$ cat src/design/als_pkg.sv
// shared types, codes and constants for the addressable led serializer
// no dependencies; imported by every module of the block
package als_pkg;

    // default chain length and pixel format
    localparam int LED_TOTAL_DEF = 3;
    localparam int PIXEL_W       = 24;
    localparam int BITS_PER_LED  = 24;
    localparam logic [4:0] BIT_LAST = 5'(BITS_PER_LED - 1);
    localparam int QUEUE_DEPTH   = 2;

    // register reset values
    localparam logic [7:0]  ZERO_HIGH_RST = 8'd3;
    localparam logic [7:0]  ZERO_LOW_RST  = 8'd9;
    localparam logic [7:0]  ONE_HIGH_RST  = 8'd9;
    localparam logic [7:0]  ONE_LOW_RST   = 8'd3;
    localparam logic [15:0] LATCH_GAP_RST = 16'd1000;

    // request kind codes
    localparam logic [1:0] KIND_SET     = 2'd0;
    localparam logic [1:0] KIND_REFRESH = 2'd1;
    localparam logic [1:0] KIND_TICK    = 2'd2;

    // register index codes
    typedef enum logic [2:0] {
        REG_ZERO_HIGH = 3'd0,
        REG_ZERO_LOW  = 3'd1,
        REG_ONE_HIGH  = 3'd2,
        REG_ONE_LOW   = 3'd3,
        REG_LATCH_GAP = 3'd4
    } reg_idx_t;

    // classified operation handed from front to engine
    typedef enum logic [1:0] {
        OP_SET,
        OP_REFRESH,
        OP_TICK,
        OP_BAD
    } op_t;

    // line phase of the engine
    typedef enum logic [1:0] {
        PH_IDLE,
        PH_HIGH,
        PH_LOW,
        PH_GAP
    } phase_t;

    typedef struct packed {
        logic [1:0] kind;
        logic [7:0] led_index;
        logic [7:0] red;
        logic [7:0] green;
        logic [7:0] blue;
    } in_item_t;

    typedef struct packed {
        logic line_level;
        logic busy_res;
        logic rejected;
        logic frame_done;
    } out_item_t;

    typedef struct packed {
        op_t                op;
        logic [7:0]         led_index;
        logic [PIXEL_W-1:0] word;
    } cmd_t;

    typedef struct packed {
        logic [7:0]  zero_high;
        logic [7:0]  zero_low;
        logic [7:0]  one_high;
        logic [7:0]  one_low;
        logic [15:0] latch_gap;
    } cfg_t;

    // a zero duration counts as one tick
    function automatic logic [15:0] at_least_one(input logic [15:0] v);
        return (v == 16'd0) ? 16'd1 : v;
    endfunction

endpackage

$ cat src/design/als_front.sv
// request front end: classifies requests and packs pixels in grb order
// depends on als_pkg
module als_front #(
    parameter int LED_TOTAL = als_pkg::LED_TOTAL_DEF
) (
    input  logic             cmd_valid,
    output logic             cmd_ready,
    input  als_pkg::in_item_t cmd_data,
    input  logic             q_full,
    output logic             q_push,
    output als_pkg::cmd_t    q_data
);
    import als_pkg::*;

    // accept whenever the queue has room
    assign cmd_ready = !q_full;
    assign q_push    = cmd_valid && cmd_ready;

    // classify request, bad index folds into the bad op
    always_comb
    begin
        q_data.led_index = cmd_data.led_index;
        q_data.word      = {cmd_data.green, cmd_data.red, cmd_data.blue};
        case (cmd_data.kind)
            KIND_SET:
            begin
                if ({1'b0, cmd_data.led_index} < 9'(LED_TOTAL))
                    q_data.op = OP_SET;
                else
                    q_data.op = OP_BAD;
            end
            KIND_REFRESH: q_data.op = OP_REFRESH;
            KIND_TICK:    q_data.op = OP_TICK;
            default:      q_data.op = OP_BAD;
        endcase
    end

endmodule

$ cat src/design/als_queue.sv
// two-entry queue between the front end and the engine
// depends on als_pkg
module als_queue (
    input  logic          clk,
    input  logic          rst_n,
    input  logic          push,
    input  als_pkg::cmd_t push_data,
    output logic          full,
    input  logic          pop,
    output logic          not_empty,
    output als_pkg::cmd_t pop_data
);
    import als_pkg::*;

    localparam int PTR_W = $clog2(QUEUE_DEPTH);

    cmd_t             entry_reg [QUEUE_DEPTH];
    logic [PTR_W-1:0] wr_ptr_reg;
    logic [PTR_W-1:0] rd_ptr_reg;
    logic [PTR_W:0]   count_reg;
    logic [PTR_W:0]   count_next;

    assign full      = (count_reg == (PTR_W + 1)'(QUEUE_DEPTH));
    assign not_empty = (count_reg != '0);
    assign pop_data  = entry_reg[rd_ptr_reg];

    // occupancy follows push and pop
    always_comb
    begin
        count_next = count_reg;
        if (push && !(pop && not_empty))
            count_next = count_reg + 1'b1;
        else if (!push && pop && not_empty)
            count_next = count_reg - 1'b1;
    end

    // pointers and count
    always_ff @(posedge clk or negedge rst_n)
    begin
        if (!rst_n)
        begin
            wr_ptr_reg <= '0;
            rd_ptr_reg <= '0;
            count_reg  <= '0;
        end
        else
        begin
            if (push)
                wr_ptr_reg <= wr_ptr_reg + 1'b1;
            if (pop && not_empty)
                rd_ptr_reg <= rd_ptr_reg + 1'b1;
            count_reg <= count_next;
        end
    end

    // entry storage
    always_ff @(posedge clk)
    begin
        if (push)
            entry_reg[wr_ptr_reg] <= push_data;
    end

endmodule

$ cat src/design/als_engine.sv
// engine: pixel store, bit timing and frame sequencing, result register
// depends on als_pkg
module als_engine #(
    parameter int LED_TOTAL = als_pkg::LED_TOTAL_DEF
) (
    input  logic               clk,
    input  logic               rst_n,
    input  logic               q_valid,
    input  als_pkg::cmd_t      q_data,
    output logic               q_pop,
    input  als_pkg::cfg_t      cfg,
    output logic               res_valid,
    input  logic               res_ready,
    output als_pkg::out_item_t res_data
);
    import als_pkg::*;

    localparam int ADDR_W = (LED_TOTAL > 1) ? $clog2(LED_TOTAL) : 1;
    localparam int LED_W  = $clog2(LED_TOTAL + 1);

    // pixel memory with valid bits standing in for the cleared store
    logic [PIXEL_W-1:0]   pixel_mem [LED_TOTAL];
    logic [LED_TOTAL-1:0] valid_reg;
    logic [PIXEL_W-1:0]   rd_word_reg;
    logic [ADDR_W-1:0]    rd_addr;
    logic [ADDR_W-1:0]    wr_addr;
    logic                 mem_we;

    // sequencer state
    phase_t             phase_reg, phase_next;
    logic [LED_W-1:0]   led_reg, led_next;
    logic [4:0]         bit_reg, bit_next;
    logic [15:0]        tc_reg, tc_next;
    logic [PIXEL_W-1:0] word_reg, word_next;
    logic [15:0]        tc_dec;
    logic [LED_W-1:0]   led_plus;
    logic               busy;
    logic               exec;
    logic               rejected;
    logic               done;

    logic      res_valid_reg;
    out_item_t res_data_reg;

    assign busy     = (phase_reg != PH_IDLE);
    assign exec     = q_valid && (!res_valid_reg || res_ready);
    assign q_pop    = exec;
    assign tc_dec   = (tc_reg != 16'd0) ? tc_reg - 16'd1 : 16'd0;
    assign led_plus = led_reg + 1'b1;
    assign wr_addr  = q_data.led_index[ADDR_W-1:0];

    // prefetch the next led while sending, led zero otherwise
    always_comb
    begin
        if ((phase_reg == PH_HIGH || phase_reg == PH_LOW) &&
            (led_plus < LED_W'(LED_TOTAL)))
            rd_addr = led_plus[ADDR_W-1:0];
        else
            rd_addr = '0;
    end

    // memory write and registered read with write forwarding
    always_ff @(posedge clk)
    begin
        if (mem_we)
            pixel_mem[wr_addr] <= q_data.word;
        if (mem_we && wr_addr == rd_addr)
            rd_word_reg <= q_data.word;
        else if (valid_reg[rd_addr])
            rd_word_reg <= pixel_mem[rd_addr];
        else
            rd_word_reg <= '0;
    end

    // valid bits
    always_ff @(posedge clk or negedge rst_n)
    begin
        if (!rst_n)
            valid_reg <= '0;
        else if (mem_we)
            valid_reg[wr_addr] <= 1'b1;
    end

    // next state and result fields
    always_comb
    begin
        phase_next = phase_reg;
        led_next   = led_reg;
        bit_next   = bit_reg;
        tc_next    = tc_reg;
        word_next  = word_reg;
        mem_we     = 1'b0;
        rejected   = 1'b0;
        done       = 1'b0;
        if (exec)
        begin
            unique case (q_data.op)
                OP_SET:
                begin
                    if (busy)
                        rejected = 1'b1;
                    else
                        mem_we = 1'b1;
                end
                OP_REFRESH:
                begin
                    if (busy)
                        rejected = 1'b1;
                    else
                    begin
                        led_next   = '0;
                        bit_next   = '0;
                        word_next  = rd_word_reg;
                        phase_next = PH_HIGH;
                        tc_next    = at_least_one(rd_word_reg[PIXEL_W-1] ?
                                         {8'h00, cfg.one_high} : {8'h00, cfg.zero_high});
                    end
                end
                OP_TICK:
                begin
                    if (busy)
                    begin
                        tc_next = tc_dec;
                        if (tc_dec == 16'd0)
                        begin
                            unique case (phase_reg)
                                PH_HIGH:
                                begin
                                    phase_next = PH_LOW;
                                    tc_next    = at_least_one(word_reg[PIXEL_W-1] ?
                                                     {8'h00, cfg.one_low} :
                                                     {8'h00, cfg.zero_low});
                                end
                                PH_LOW:
                                begin
                                    if (bit_reg == BIT_LAST)
                                    begin
                                        bit_next  = '0;
                                        led_next  = led_plus;
                                        word_next = rd_word_reg;
                                    end
                                    else
                                    begin
                                        bit_next  = bit_reg + 1'b1;
                                        word_next = {word_reg[PIXEL_W-2:0], 1'b0};
                                    end
                                    if (led_next >= LED_W'(LED_TOTAL))
                                    begin
                                        phase_next = PH_GAP;
                                        tc_next    = at_least_one(cfg.latch_gap);
                                    end
                                    else
                                    begin
                                        phase_next = PH_HIGH;
                                        tc_next    = at_least_one(word_next[PIXEL_W-1] ?
                                                         {8'h00, cfg.one_high} :
                                                         {8'h00, cfg.zero_high});
                                    end
                                end
                                PH_GAP:
                                begin
                                    phase_next = PH_IDLE;
                                    led_next   = '0;
                                    bit_next   = '0;
                                    done       = 1'b1;
                                end
                                default: ;
                            endcase
                        end
                    end
                end
                default: rejected = 1'b1;
            endcase
        end
    end

    // sequencer state registers
    always_ff @(posedge clk or negedge rst_n)
    begin
        if (!rst_n)
        begin
            phase_reg <= PH_IDLE;
            led_reg   <= '0;
            bit_reg   <= '0;
            tc_reg    <= '0;
        end
        else
        begin
            phase_reg <= phase_next;
            led_reg   <= led_next;
            bit_reg   <= bit_next;
            tc_reg    <= tc_next;
        end
    end

    // shift word of the led being sent
    always_ff @(posedge clk)
    begin
        word_reg <= word_next;
    end

    // result register, holds while the consumer stalls
    always_ff @(posedge clk or negedge rst_n)
    begin
        if (!rst_n)
            res_valid_reg <= 1'b0;
        else if (exec)
            res_valid_reg <= 1'b1;
        else if (res_ready)
            res_valid_reg <= 1'b0;
    end

    always_ff @(posedge clk)
    begin
        if (exec)
        begin
            res_data_reg.line_level <= (phase_next == PH_HIGH);
            res_data_reg.busy_res   <= (phase_next != PH_IDLE);
            res_data_reg.rejected   <= rejected;
            res_data_reg.frame_done <= done;
        end
    end

    assign res_valid = res_valid_reg;
    assign res_data  = res_data_reg;

endmodule

$ cat src/design/addressable_led_serializer.sv
// top level: apb timing registers, front end, queue and engine
// depends on als_pkg, als_front, als_queue, als_engine
//
// path: an accepted request is registered in the queue, then executed by the engine
// into the engine result register, which holds it while the consumer stalls
// throughput: one request per cycle while the consumer takes results, one engine step each
// reset: pixel store reads as zero at once through per-led valid bits,
// timing registers return to their defaults, line low and idle
module addressable_led_serializer #(
    parameter int LED_TOTAL = als_pkg::LED_TOTAL_DEF
) (
    input  logic               clk,
    input  logic               rst_n,
    input  logic               cmd_valid,
    output logic               cmd_ready,
    input  als_pkg::in_item_t  cmd_data,
    output logic               res_valid,
    input  logic               res_ready,
    output als_pkg::out_item_t res_data,
    input  logic               psel,
    input  logic               penable,
    input  logic               pwrite,
    input  logic [4:0]         paddr,
    input  logic [31:0]        pwdata,
    output logic [31:0]        prdata,
    output logic               pready
);
    import als_pkg::*;

    cfg_t     cfg_reg;
    reg_idx_t reg_idx;
    logic     cfg_we;
    logic     q_full;
    logic     q_push;
    logic     q_pop;
    logic     q_not_empty;
    cmd_t     q_in;
    cmd_t     q_out;

    assign pready  = 1'b1;
    assign reg_idx = reg_idx_t'(paddr[4:2]);
    assign cfg_we  = psel && penable && pwrite && pready;

    // timing register writes
    always_ff @(posedge clk or negedge rst_n)
    begin
        if (!rst_n)
        begin
            cfg_reg.zero_high <= ZERO_HIGH_RST;
            cfg_reg.zero_low  <= ZERO_LOW_RST;
            cfg_reg.one_high  <= ONE_HIGH_RST;
            cfg_reg.one_low   <= ONE_LOW_RST;
            cfg_reg.latch_gap <= LATCH_GAP_RST;
        end
        else if (cfg_we)
        begin
            unique case (reg_idx)
                REG_ZERO_HIGH: cfg_reg.zero_high <= pwdata[7:0];
                REG_ZERO_LOW:  cfg_reg.zero_low  <= pwdata[7:0];
                REG_ONE_HIGH:  cfg_reg.one_high  <= pwdata[7:0];
                REG_ONE_LOW:   cfg_reg.one_low   <= pwdata[7:0];
                REG_LATCH_GAP: cfg_reg.latch_gap <= pwdata[15:0];
                default: ;
            endcase
        end
    end

    // register readback
    always_comb
    begin
        unique case (reg_idx)
            REG_ZERO_HIGH: prdata = {24'h0, cfg_reg.zero_high};
            REG_ZERO_LOW:  prdata = {24'h0, cfg_reg.zero_low};
            REG_ONE_HIGH:  prdata = {24'h0, cfg_reg.one_high};
            REG_ONE_LOW:   prdata = {24'h0, cfg_reg.one_low};
            REG_LATCH_GAP: prdata = {16'h0, cfg_reg.latch_gap};
            default:       prdata = 32'h0;
        endcase
    end

    // request classification
    als_front #(
        .LED_TOTAL (LED_TOTAL)
    ) u_front (
        .cmd_valid (cmd_valid),
        .cmd_ready (cmd_ready),
        .cmd_data  (cmd_data),
        .q_full    (q_full),
        .q_push    (q_push),
        .q_data    (q_in)
    );

    // decoupling queue
    als_queue u_queue (
        .clk       (clk),
        .rst_n     (rst_n),
        .push      (q_push),
        .push_data (q_in),
        .full      (q_full),
        .pop       (q_pop),
        .not_empty (q_not_empty),
        .pop_data  (q_out)
    );

    // pixel store and line sequencer
    als_engine #(
        .LED_TOTAL (LED_TOTAL)
    ) u_engine (
        .clk       (clk),
        .rst_n     (rst_n),
        .q_valid   (q_not_empty),
        .q_data    (q_out),
        .q_pop     (q_pop),
        .cfg       (cfg_reg),
        .res_valid (res_valid),
        .res_ready (res_ready),
        .res_data  (res_data)
    );

endmodule
$ cat config.mk
export PLATFORM = sky130hd
export DESIGN_NAME = addressable_led_serializer
export DESIGN_NICKNAME = d
export VERILOG_FILES = /design/src/design/als_pkg.sv /design/src/design/als_front.sv /design/src/design/als_queue.sv /design/src/design/als_engine.sv /design/src/design/addressable_led_serializer.sv
export SDC_FILE = /design/constraint.sdc
export NUM_CORES = 1
export LEC_CHECK = 0
export BUFFER_PORTS_ARGS = -buffer_cell sky130_fd_sc_hd__buf_2
export CAP_MARGIN = 25
export CORE_MARGIN = 10
export CORE_UTILIZATION = 54
export CTS_CLUSTER_SIZE = 8
export DETAILED_ROUTE_END_ITERATION = 8
export HOLD_SLACK_MARGIN = 0.15
export PLACE_DENSITY = 0.76
export SYNTH_ARGS = -nofsm -noshare
export SYNTH_HDL_FRONTEND = slang
export SYNTH_SLANG_ARGS = --single-unit
$ cat constraint.sdc
create_clock -name clk -period 11.42 [get_ports clk]
set_clock_uncertainty 0.15 [all_clocks]
set_input_delay 0.571 -clock clk [delete_from_list [all_inputs] [get_ports clk]]
set_output_delay 0.571 -clock clk [all_outputs]
set_load 0.01 [all_outputs]
### After elaboration in Yosys (flattened, before gate mapping)

Memories as Yosys holds them, arrays and structs flattened.
Index checks and enable logic that the tools add are counted.

* register bits after elaboration: 133
* latch bits: 0
* RAM bits: 140
* bits in read-only memories: 0
* input port bits: 78
* output and inout bits: 39
* memories kept: 2

* add/subtract/negate cells: 7
* multipliers: 0
* div/mod/pow operators: 0
* order comparisons: 6
* equality and inequality tests: 20
* shift operators: 0
* muxes and demuxes: 73
* bitwise logic cells: 1
* reductions and logical operators: 42

Memory list
* u_engine.pixel_mem: words 3, width 24, read ports 1, clocked after Yosys merged registers in 0, write ports 1, line als_engine.sv:22 `logic [PIXEL_W-1:0] pixel_mem [LED_TOTAL];`
* u_queue.entry_reg: words 2, width 34, read ports 1, clocked after Yosys merged registers in 0, write ports 1, line als_queue.sv:17 `cmd_t entry_reg [QUEUE_DEPTH];`

Operator list (number)
* 24-bit two-way mux: 12
* 16-bit two-way mux: 9
* 16-bit logical NOT: 5
* 16-bit one-hot mux with 5 select lines: 1
* 16-bit one-hot mux with 2 select lines: 2
* 24-bit one-hot mux with 2 select lines: 1
* 2-bit two-way mux: 18
* 8-bit two-way mux: 3
* 5-bit two-way mux: 4
* 5-bit one-hot mux with 2 select lines: 2
* 16-bit nonzero test: 1
* 16-bit by 1-bit subtractor with 16-bit output (second input constant): 1
* 1-bit two-way mux: 13
* 2-bit one-hot mux with 2 select lines: 3
* 2-bit one-hot mux with 3 select lines: 2
* 6-bit AND reduction: 2
* 2-bit nonzero test: 6
* 1-bit logical AND: 11
* 2-bit == test (second input constant): 5
* 2-bit AND reduction: 5
* 2-bit by 1-bit == test with 1-bit output (second input constant): 4
* 8-bit by 2-bit less-than comparator with 1-bit output (second input constant): 1
* 3-bit by 2-bit == test with 1-bit output (second input constant): 2
* 2-bit by 3-bit less-than comparator with 1-bit output (second input constant): 2
* other kinds (25): 34

### Longest topological paths before layout

Gate-level depths: netlist of the first run.

* depth in word-level cells: 15
* depth in mapped cells: 12
* mapped depth without buffers: 10

### By module

Synthesis of the first run repeated with hierarchy kept, for this count alone.

* cells, all modules: 983
* area, all modules: 12844.8 um2

Modules (own cells, without submodules)
* als_engine: times used 1, cells an instance 644, area an instance 7337.0 um2
* als_queue: times used 1, cells an instance 126, area an instance 2808.9 um2
* addressable_led_serializer: times used 1, cells an instance 175, area an instance 2407.3 um2
* als_front: times used 1, cells an instance 38, area an instance 291.5 um2

### Worst setup path after synthesis of the first run

Ideal clock, no wire load.

* kind: reg2reg
* from: register u_engine.tc_reg[0]
* to: register u_engine.word_reg[0], enable pin
* library setup time: 413 ps
* arrival: 3426 ps
* data required time: 10857 ps
* path slack: 7431 ps
* cell stages (with the launch flop): 10
* buffers on the path: 0
* clock period less this slack: 3989 ps
* cell sequence: dfrtp_1 inv_1 ha_1 or3b_2 o31a_1 o31ai_4 nand2_2 a21oi_1 nand2_1 a21oi_1

* word-level cells in the longest chain between the ends: 5
* elaborated cells on any way between the ends: 6
* classes of those cells: 1 x add/sub; 1 x eq/ne; 1 x mux; 3 x reduce/logical

RTL lines
* start: declaration: line als_engine.sv:33 `logic [15:0] tc_reg, tc_next;`
* start signal: assignment: line als_engine.sv:192 `tc_reg <= tc_next;`
* 16-bit by 1-bit subtractor with 16-bit output or 16-bit nonzero test (tied branches): line als_engine.sv:48 `assign tc_dec = (tc_reg != 16'd0) ? tc_reg - 16'd1 : 16'd0;`
* 16-bit two-way mux (*): line als_engine.sv:48
* 16-bit logical NOT (*): line als_engine.sv:124 `if (tc_dec == 16'd0)`
* 2-bit by 1-bit inequality test with 1-bit output (no line) (*)
* 6-bit AND reduction (no line) (*)
* end signal: assignment: line als_engine.sv:199 `word_reg <= word_next;`
* end: declaration: line als_engine.sv:34 `logic [PIXEL_W-1:0] word_reg, word_next;`

Every way passes the cells marked *; elsewhere a longest branch is shown, timed or not.
A chain may end at the register's enable or synchronous reset.

### Worst setup path in the final report of the first run

* from: register u_engine.tc_reg[0]
* to: register u_engine.word_reg[10], enable pin

Same word-level chain as after synthesis.

==> results of run 1 <==
-- power by group through the flow --
stage	Combinational, µW	Sequential, µW	Clock (µW)
after floorplan	668	1370	0
after global placement	838	1410	0
after detailed placement	862	1420	0
after CTS	880	1410	1070
after global routing	979	1430	1110
final	889	1410	1050
-- through the flow --
stage               power [µW]  area (µm²)  setup WS, ns   util  hold slack, ns
finish                    3350       14100          7.81  0.649           0.205
CTS                       3350       14000          7.70  0.645           0.195
global route              3530       14100          7.59  0.649           0.203
detailed placement        2280       12500          7.73  0.576           0.308
floorplan                 2040       12000          7.43      -           0.125
global placement          2250       12500          7.77  0.576           0.303
-- cells in the mapped netlist, types with 4 or more instances --
cell,number
a2111oi_0,7
a21o_1,7
a21oi_1,56
a221o_1,6
a22oi_1,8
a31oi_1,7
and2_1,9
and3_1,7
buf_1,7
buf_4,17
buf_6,4
clkbuf_1,30
dfrtp_1,67
dfstp_2,14
dfxtp_1,24
edfxtp_1,156
ha_1,11
inv_1,18
mux2_2,100
mux2i_1,54
nand2_1,30
nand2b_1,7
nand3_1,10
nand4_1,5
nor2_1,65
nor2b_1,7
nor3_1,13
nor3b_1,6
nor4_1,15
o21ai_0,32
o22ai_1,9
o2bb2ai_1,24
o31ai_1,4
or2_2,4
or4_1,7
xnor2_1,10
-- worst register-to-register path: cells and delay by family, from the launching register on --
kind / cells / cell delay (ns)
AO/OA/AOI/OAI: 3 / 0.87
adder cells (fa/ha/maj): 1 / 0.21
buffers and inverters: 2 / 0.45
flip-flops: 1 / 0.42
AND/OR/NAND/NOR: 4 / 1.17
-- cells in the final DEF (no fill, tap or decap), types with 10 or more instances in the layout --
cell | synthesis | layout
nor2_1 | 65 | 59
a21oi_1 | 56 | 55
dlygate4sd3_1 | 0 | 35
conb_1 | 2 | 17
nand2_1 | 30 | 30
mux2_2 | 100 | 100
buf_4 | 17 | 17
clkbuf_1 | 30 | 28
o2bb2ai_1 | 24 | 24
clkbuf_16 | 0 | 38
mux2i_1 | 54 | 54
dfxtp_1 | 24 | 24
ha_1 | 11 | 11
inv_1 | 18 | 18
nand3_1 | 10 | 10
edfxtp_1 | 156 | 156
xnor2_1 | 10 | 10
buf_2 | 3 | 80
nor4_1 | 15 | 15
dfstp_2 | 14 | 14
o21ai_0 | 32 | 32
nor3_1 | 13 | 12
dfrtp_1 | 67 | 67
-- layout make-up --
cell class | count | area, µm² | area share
repair buffers | 135 | 953 | 0.0675
clock buffers | 67 | 1070 | 0.0758
multi-input cells | 585 | 4390 | 0.311
clock inverters | 3 | 80.1 | 0.00567
inverters | 19 | 71.3 | 0.00505
flip-flops and latches | 261 | 7210 | 0.511
well taps | 280 | 350 | 0.0248
-- per-layer routing --
layer  vias up  global-route usage  wire, µm
li1       3697                   -         -
met1      3831               0.222     10700
met2       235               0.291     12500
met3        38              0.0384      1520
met4         0              0.0530       464
met5         -                   0         0
-- logic make-up after synthesis --
| logic type | Yosys count | synth area share |
|---|---|---|
| multiplexers | 155 | 0.141 |
| buffers and inverters | 82 | 0.0346 |
| adder cells (fa/ha/maj) | 11 | 0.0116 |
| AND/OR/NAND/NOR | 203 | 0.0893 |
| AO/OA/AOI/OAI | 188 | 0.109 |
| XOR/XNOR | 11 | 0.00809 |
| other | 2 | 0.000631 |
| flip-flops | 261 | 0.606 |
-- final timing paths --
kind	slack, ns	depth (start not counted)	endpoint
setup / recovery	7.81	10	u_engine.word_reg[10]
hold / removal	0.20	2	u_queue.entry_reg[0][32]
setup reg to reg	7.81	10	u_engine.word_reg[10]
hold reg to reg	0.33	1	u_engine.valid_reg[0]
max in group asynchronous	10.22	3	cfg_reg[41]
min in group asynchronous	0.29	2	u_engine.tc_reg[10]
==> results by stage, run 1 <==
Layout:
- The finished layout holds 1350 standard cells, fillers aside.
- The number of filler instances in the final layout is 1593.
- The flip-flop count of the largest register, all copies and words added is 72.
- 0 antenna diodes ended up in the layout.
- Compared with the post-synthesis result, the final layout area differs by 18.6%.
- The fraction of layout cells with a size suffix above 1 is 0.264.
- At the end of the flow, the number of nets in the layout was 1129.

Drt:
- The detail-routed via count per cell is 5.78.
- The iteration count of the initial detailed-routing pass is 5.
- The remaining routing DRC violations is 0.
- After the first detailed-routing iteration, the DRC count stood at 563.
- The number of nets with antenna violations after detailed routing is 0.
- The final wirelength is 25200 µm.
- The routed via count is 7801.
- In the final routed layout, each cell accounts on average for 18.7 µm.

Pwr:
- The share of total power dissipated in the clock network is 0.313.
- The analysis attributes to cell leakage a power of 0.00551 µW.
- The internal portion of total power is 2290 µW.
- The power density over cell area is 237 nW/µm².
- The portion of total power attributed to sequential cells is 0.421.
- The switching share of power is 0.315.
- The analysis attributes to net switching a power of 1050 µW.
- The combinational share of power is 0.266.
- The peak supply drop is 0.162 mV.

Critical path:
- In this design, the critical path's most frequently occurring cell is nor3b_1.
- The data required time at the worst endpoint is 11.45 ns.
- The critical path goes through inv_1 -> ha_1 -> nor3b_1 -> nand2_2 -> nor3b_1 -> o2111ai_2 -> a21oi_1 -> nand2_1 -> a21oi_2 -> buf_4.
- The critical path buffer and inverter count is 2.
- The kind of critical path is reg2reg.
- The slowest stage of the critical path is the a21oi_1 cell.
- STA classifies the critical path startpoint as a flop.
- The cell family contributing the most delay on the critical path is simple AND/OR/NAND/NOR gates.
- On the worst path, the slowest cell contributes a delay of 0.49 ns.
- The startpoint identified for the worst register-to-register timing path is u_engine.tc_reg[0].
- The maximum fanout along the worst path is 24.
- The source of the critical timing path is u_engine.tc_reg[0].
- The endpoint class of the critical path is a flop.
- STA puts the critical path data arrival time at 3.64 ns.

Timing:
- The count of pins over their slew limit came to 0.
- Setup repair after global routing left no endpoint under its margin.
- The relative slew slack is 0.332.
- The count of final hold-check violations is 0.
- Static timing analysis puts the maximum clock frequency at 0.277 GHz.
- Setup violations remaining at the end of the flow were counted as 0.
- The fraction of the cycle the final worst path needs is 0.316.
- The smallest clock period supported by the final layout is computed as 3.61 ns.
- The transition at the pin with the smallest max-transition slack is 0.999 ns.
- The final sum of negative setup slack is 0 ns.

Synthesis:
- Of the post-synthesis cell area, the dominant cell type holds 0.393.
- Of the synthesized area, sequential elements account for 0.606.
- The top flip-flop cell by instance count after synthesis is edfxtp_1.
- Of all flip-flops after synthesis, the portion carrying an async set or reset was 0.310.
- Counting every instance in the synthesized netlist gives 913.
- The number of different library cells in the post-synthesis netlist is 76.
- The cell area after synthesis is 11900 µm².
- During synthesis, Yosys emitted a total of 0 warnings.
- The library cell occupying the most area in the post-synthesis netlist is edfxtp_1.
- After synthesis, the mean cell area works out to 13.0 µm².
- The flip-flop and latch count after synthesis is 261.
- The count of flip-flops with a built-in enable after synthesis is 156.
- By area the synthesized netlist is led by edfxtp_1 39%, dfrtp_1 14%, mux2_2 9.5%.

Global routing:
- The via count of the first global-routing pass is 7936.
- The final global-route overflow total is 0.
- The global-route wire length before repair is 41000 µm.
- The maximum number of pins on one net before global-route repair is 82.
- The global-route usage over all layers is 0.174.
- The number of antenna violations at the first check in global routing was 0.

Clock tree:
- For this design, the sink count on the clock tree is 261.
- Buffers inserted during clock tree synthesis total 38.
- The later pin in the worst-skew pair is clocked with a latency of 0.53 ns.
- The number of buffers added for setup after CTS is 0.
- Post-CTS repair changed the size of 0 cells.
- The clock slew seen by the registers of the worst setup and hold paths is 0.05 ns.
- The number of buffers between clock root and the deepest sink is 3.
- In this run, post-CTS hold repair placed 35 buffers.
- The cell chosen for the clock root is clkbuf_16.
- The clock tree synthesis step divided the H-tree into 2 levels.
- TritonCTS built the clock tree.

Floorplan:
- The floorplan has 54 rows.
- The total die area is 28400 µm².
- The floorplan step defined a core boundary enclosing 21800 µm².
- The effective utilization at floorplan is 0.547.
- The height of the chip is 168 µm.
- The chip width is 168 µm.
- The top-level I/O count is 117.

Job:
- Across the run, the number of max-cap violations was 0.

Place:
- The total placed cells including tap cells is 1241.
- The post-DP HPWL is 15800 µm.
- The count of buffers added on input and output ports is 81.
- The global placer's final weighted congestion is 0.872.

Worst hold path:
- In this run the worst hold path is classified as in2reg.
- In this run the most critical hold path is launched from cmd_data[32].

Run status:
- The run finished with clean final reports.
(Power assumes the default switching activity.)
==> run 2, diff against run 1 <==
- clock period: 11.42 -> 3.4 ns (I/O delays scaled with it)
==> results by stage, run 2 (same netlist as run 1, synthesis figures left out) <==
Clock tree:
- The number of clock buffers added by TritonCTS is 38.
- The clock passes through at most 3 buffers.
- After clock tree synthesis, the clock-pin slew on the worst setup and hold paths is 0.05 ns.
- TritonCTS built the clock tree.
- The clock latency on the worst-skew pair is 0.54 ns.
- The number of sinks handled by clock tree synthesis is 261.
- The cell chosen for the clock root is clkbuf_16.
- The H-tree generated during clock tree synthesis spans 2 levels.

Place:
- Detailed placement finished with a half-perimeter wire length of 17200 µm.
- After detailed placement, the total cell area comes to 12800 µm².
- Input and output buffers added on the ports amount to 81.
- The global placer's final weighted congestion is 0.887.

Drt:
- For this run, design rule violations remaining after detail routing come to 0.
- The detail-routed via count per cell is 5.74.
- The iteration count of the initial detailed-routing pass is 5.
- In the final routed layout, each cell accounts on average for 19.1 µm.
- The number of DRC markers in iteration 0 is 547.
- The final wirelength is 26700 µm.
- The number of nets with antenna violations after detailed routing is 0.
- The routed via count is 8005.

Timing:
- The number of setup violations in the final report is 0.
- The relative slew slack is 0.376.
- Setup repair after global routing left no endpoint under its margin.
- In the finished design, the share of the clock period the worst path needs comes to 0.957.
- The count of final hold-check violations is 0.
- The worst path needs 3.25 ns of the cycle, external delays included.
- The final sum of negative setup slack is 0 ns.
- The highest attainable clock frequency is 0.307 GHz.
- The transition at the pin with the smallest max-transition slack is 0.933 ns.
- The count of pins over their slew limit is 0.

Critical path:
- The launching element type of the critical path is a flop.
- The critical path buffer and inverter count is 1.
- The endpoint class of the critical path is a flop.
- At the worst endpoint, the required time is 3.52 ns.
- In this design, the largest share of critical-path delay is due to compound AO/OA/AOI/OAI gates.
- The worst setup path is of the reg2reg kind.
- The highest-delay cell along the critical path is or3b_4.
- The critical path data arrival time is 3.37 ns.
- For this run, the slowest stage of the critical path takes 0.44 ns.
- Traced cell by cell, the critical path runs through inv_1 -> ha_1 -> or3b_4 -> o31a_1 -> o31ai_4 -> nand2_2 -> a21o_1 -> a311o_2 -> or3b_1.
- The maximum fanout along the worst path is 6.

Layout:
- The library cells used most frequently in the layout, excluding fill and tap cells, are 156 x edfxtp_1, 100 x mux2_2, 80 x buf_2.
- The total non-filler cell area in the finished layout is 14500 µm².
- The most common library cell in the layout ignoring fill and taps is edfxtp_1.
- The number of antenna diodes in the final layout is 0.
- For this run, the post-layout net count is 1174.
- The register with the most flip-flops in the layout has 72 of them.
- The number of filler instances in the final layout is 1553.
- The area growth from synthesis to layout is 21.5%.
- The fraction of layout cells with a size suffix above 1 is 0.278.
- The final cell utilization of the core is 0.665.

Pwr:
- The internal power of the cells totals 7830 µW.
- The leakage power of the design is 0.00570 µW.
- The share of power burned in the clock network is 0.306.
- The switching share of power is 0.316.
- The portion of total power attributed to sequential cells is 0.409.
- The peak supply drop is 0.681 mV.
- Dividing total power by cell area gives a power density of 791 nW/µm².
- The combinational share of power is 0.285.
- The total net switching power is 3610 µW.

Global routing:
- The number of antenna violations at the first check in global routing is 0.
- Entering global routing, the biggest net connects 39 pins.
- The global-route wire length before repair is 43400 µm.
- The via count of the first global-routing pass came to 8254.
- For this run, the total global-route usage over all layers was measured as 0.186.
- The final global-route overflow total is 0.

Floorplan:
- The top-level I/O count is 117.
- The total die area is 28400 µm².
- The initial utilization of the core area, before any placement, comes to 0.547.
- The height of the chip is 168 µm.
- The floorplan has 54 rows.
- The floorplan step defined a core boundary enclosing 21800 µm².
- The chip width is 168 µm.

Job:
- The max-capacitance violation count is 0.

Worst hold path:
- The min-delay analysis places its worst path in the category in2reg.

Run status:
- The run finished with clean final reports.
[run 2: cell types whose count changed in the layout (fill, tap and decap cells not counted), sizes merged]
cell	before	now
dlygate4sd3	35	52
buf	100	128
clkbuf	67	66
[run 2: worst paths after layout]
| kind | startpoint | to | slack [ns] | depth (start not counted) |
|---|---|---|---|---|
| max in group asynchronous | rst_n | u_engine.tc_reg[2] | 1.29 | 4 |
| hold / removal | paddr[2] | cfg_reg[9] | 0.18 | 5 |
| min in group asynchronous | rst_n | cfg_reg[8] | 0.59 | 3 |
| hold reg to reg | u_engine.valid_reg[0] | u_engine.valid_reg[0] | 0.32 | 1 |
| setup reg to reg | u_engine.tc_reg[0] | u_engine.res_data[2] | 0.15 | 9 |
| setup / recovery | u_engine.tc_reg[0] | u_engine.res_data[2] | 0.15 | 9 |
[run 2: area by class of cell]
type	count	area [µm²]	share of cell area
Clock inverter	3	80.1	0.00554
Tap cell	280	350	0.0242
Sequential cell	261	7210	0.498
Inverter	19	71.3	0.00493
Timing Repair Buffer	180	1310	0.0903
Clock buffer	66	1060	0.0730
Multi-Input combinational cell	585	4390	0.304
[run 2: worst min-delay path, delay by kind of cell]
kind	cells	cell delay (ns)
AOI/OAI and AO/OA	1	0.07
buffers and inverters	2	0.42
and+or+nand+nor	2	0.16
[run 2: what timing repair did]
item                       4_1_cts  5_1_grt
setup buffers                    0        0
hold buffers                    52        0
hold endpoints to repair       180        0
setup endpoints to repair        0        1
gates resized for setup          0        1
[run 2: per-layer routing]
| layer | GRT usage | part of all wire | vias up |
|---|---|---|---|
| met4 | 0.0568 | 0.016 | 0 |
| met1 | 0.231 | 0.43 | 3966 |
| met5 | 0 | 0 | - |
| met3 | 0.0391 | 0.056 | 35 |
| met2 | 0.318 | 0.50 | 218 |
| li1 | - | - | 3786 |
[run 2: power groups by stage]
stage / Combinational, µW / Sequential [µW] / Clock (µW)
finish: 3260 / 4680 / 3500
global route: 3590 / 4750 / 3720
CTS: 3270 / 4670 / 3560
detailed placement: 3190 / 4720 / 0
global placement: 3120 / 4690 / 0
floorplan: 2260 / 4610 / 0
[run 2: through the flow]
stage	power, µW	hold slack [ns]	setup slack (ns)	std cells
floorplan	6860	-0.276	0.129	928
global placement	7800	-0.0777	0.108	1273
detailed placement	7900	-0.0718	0.0666	1273
CTS	11500	0.151	0.0486	1394
global route	12100	0.204	0.0249	1394
finish	11400	0.183	0.147	1394
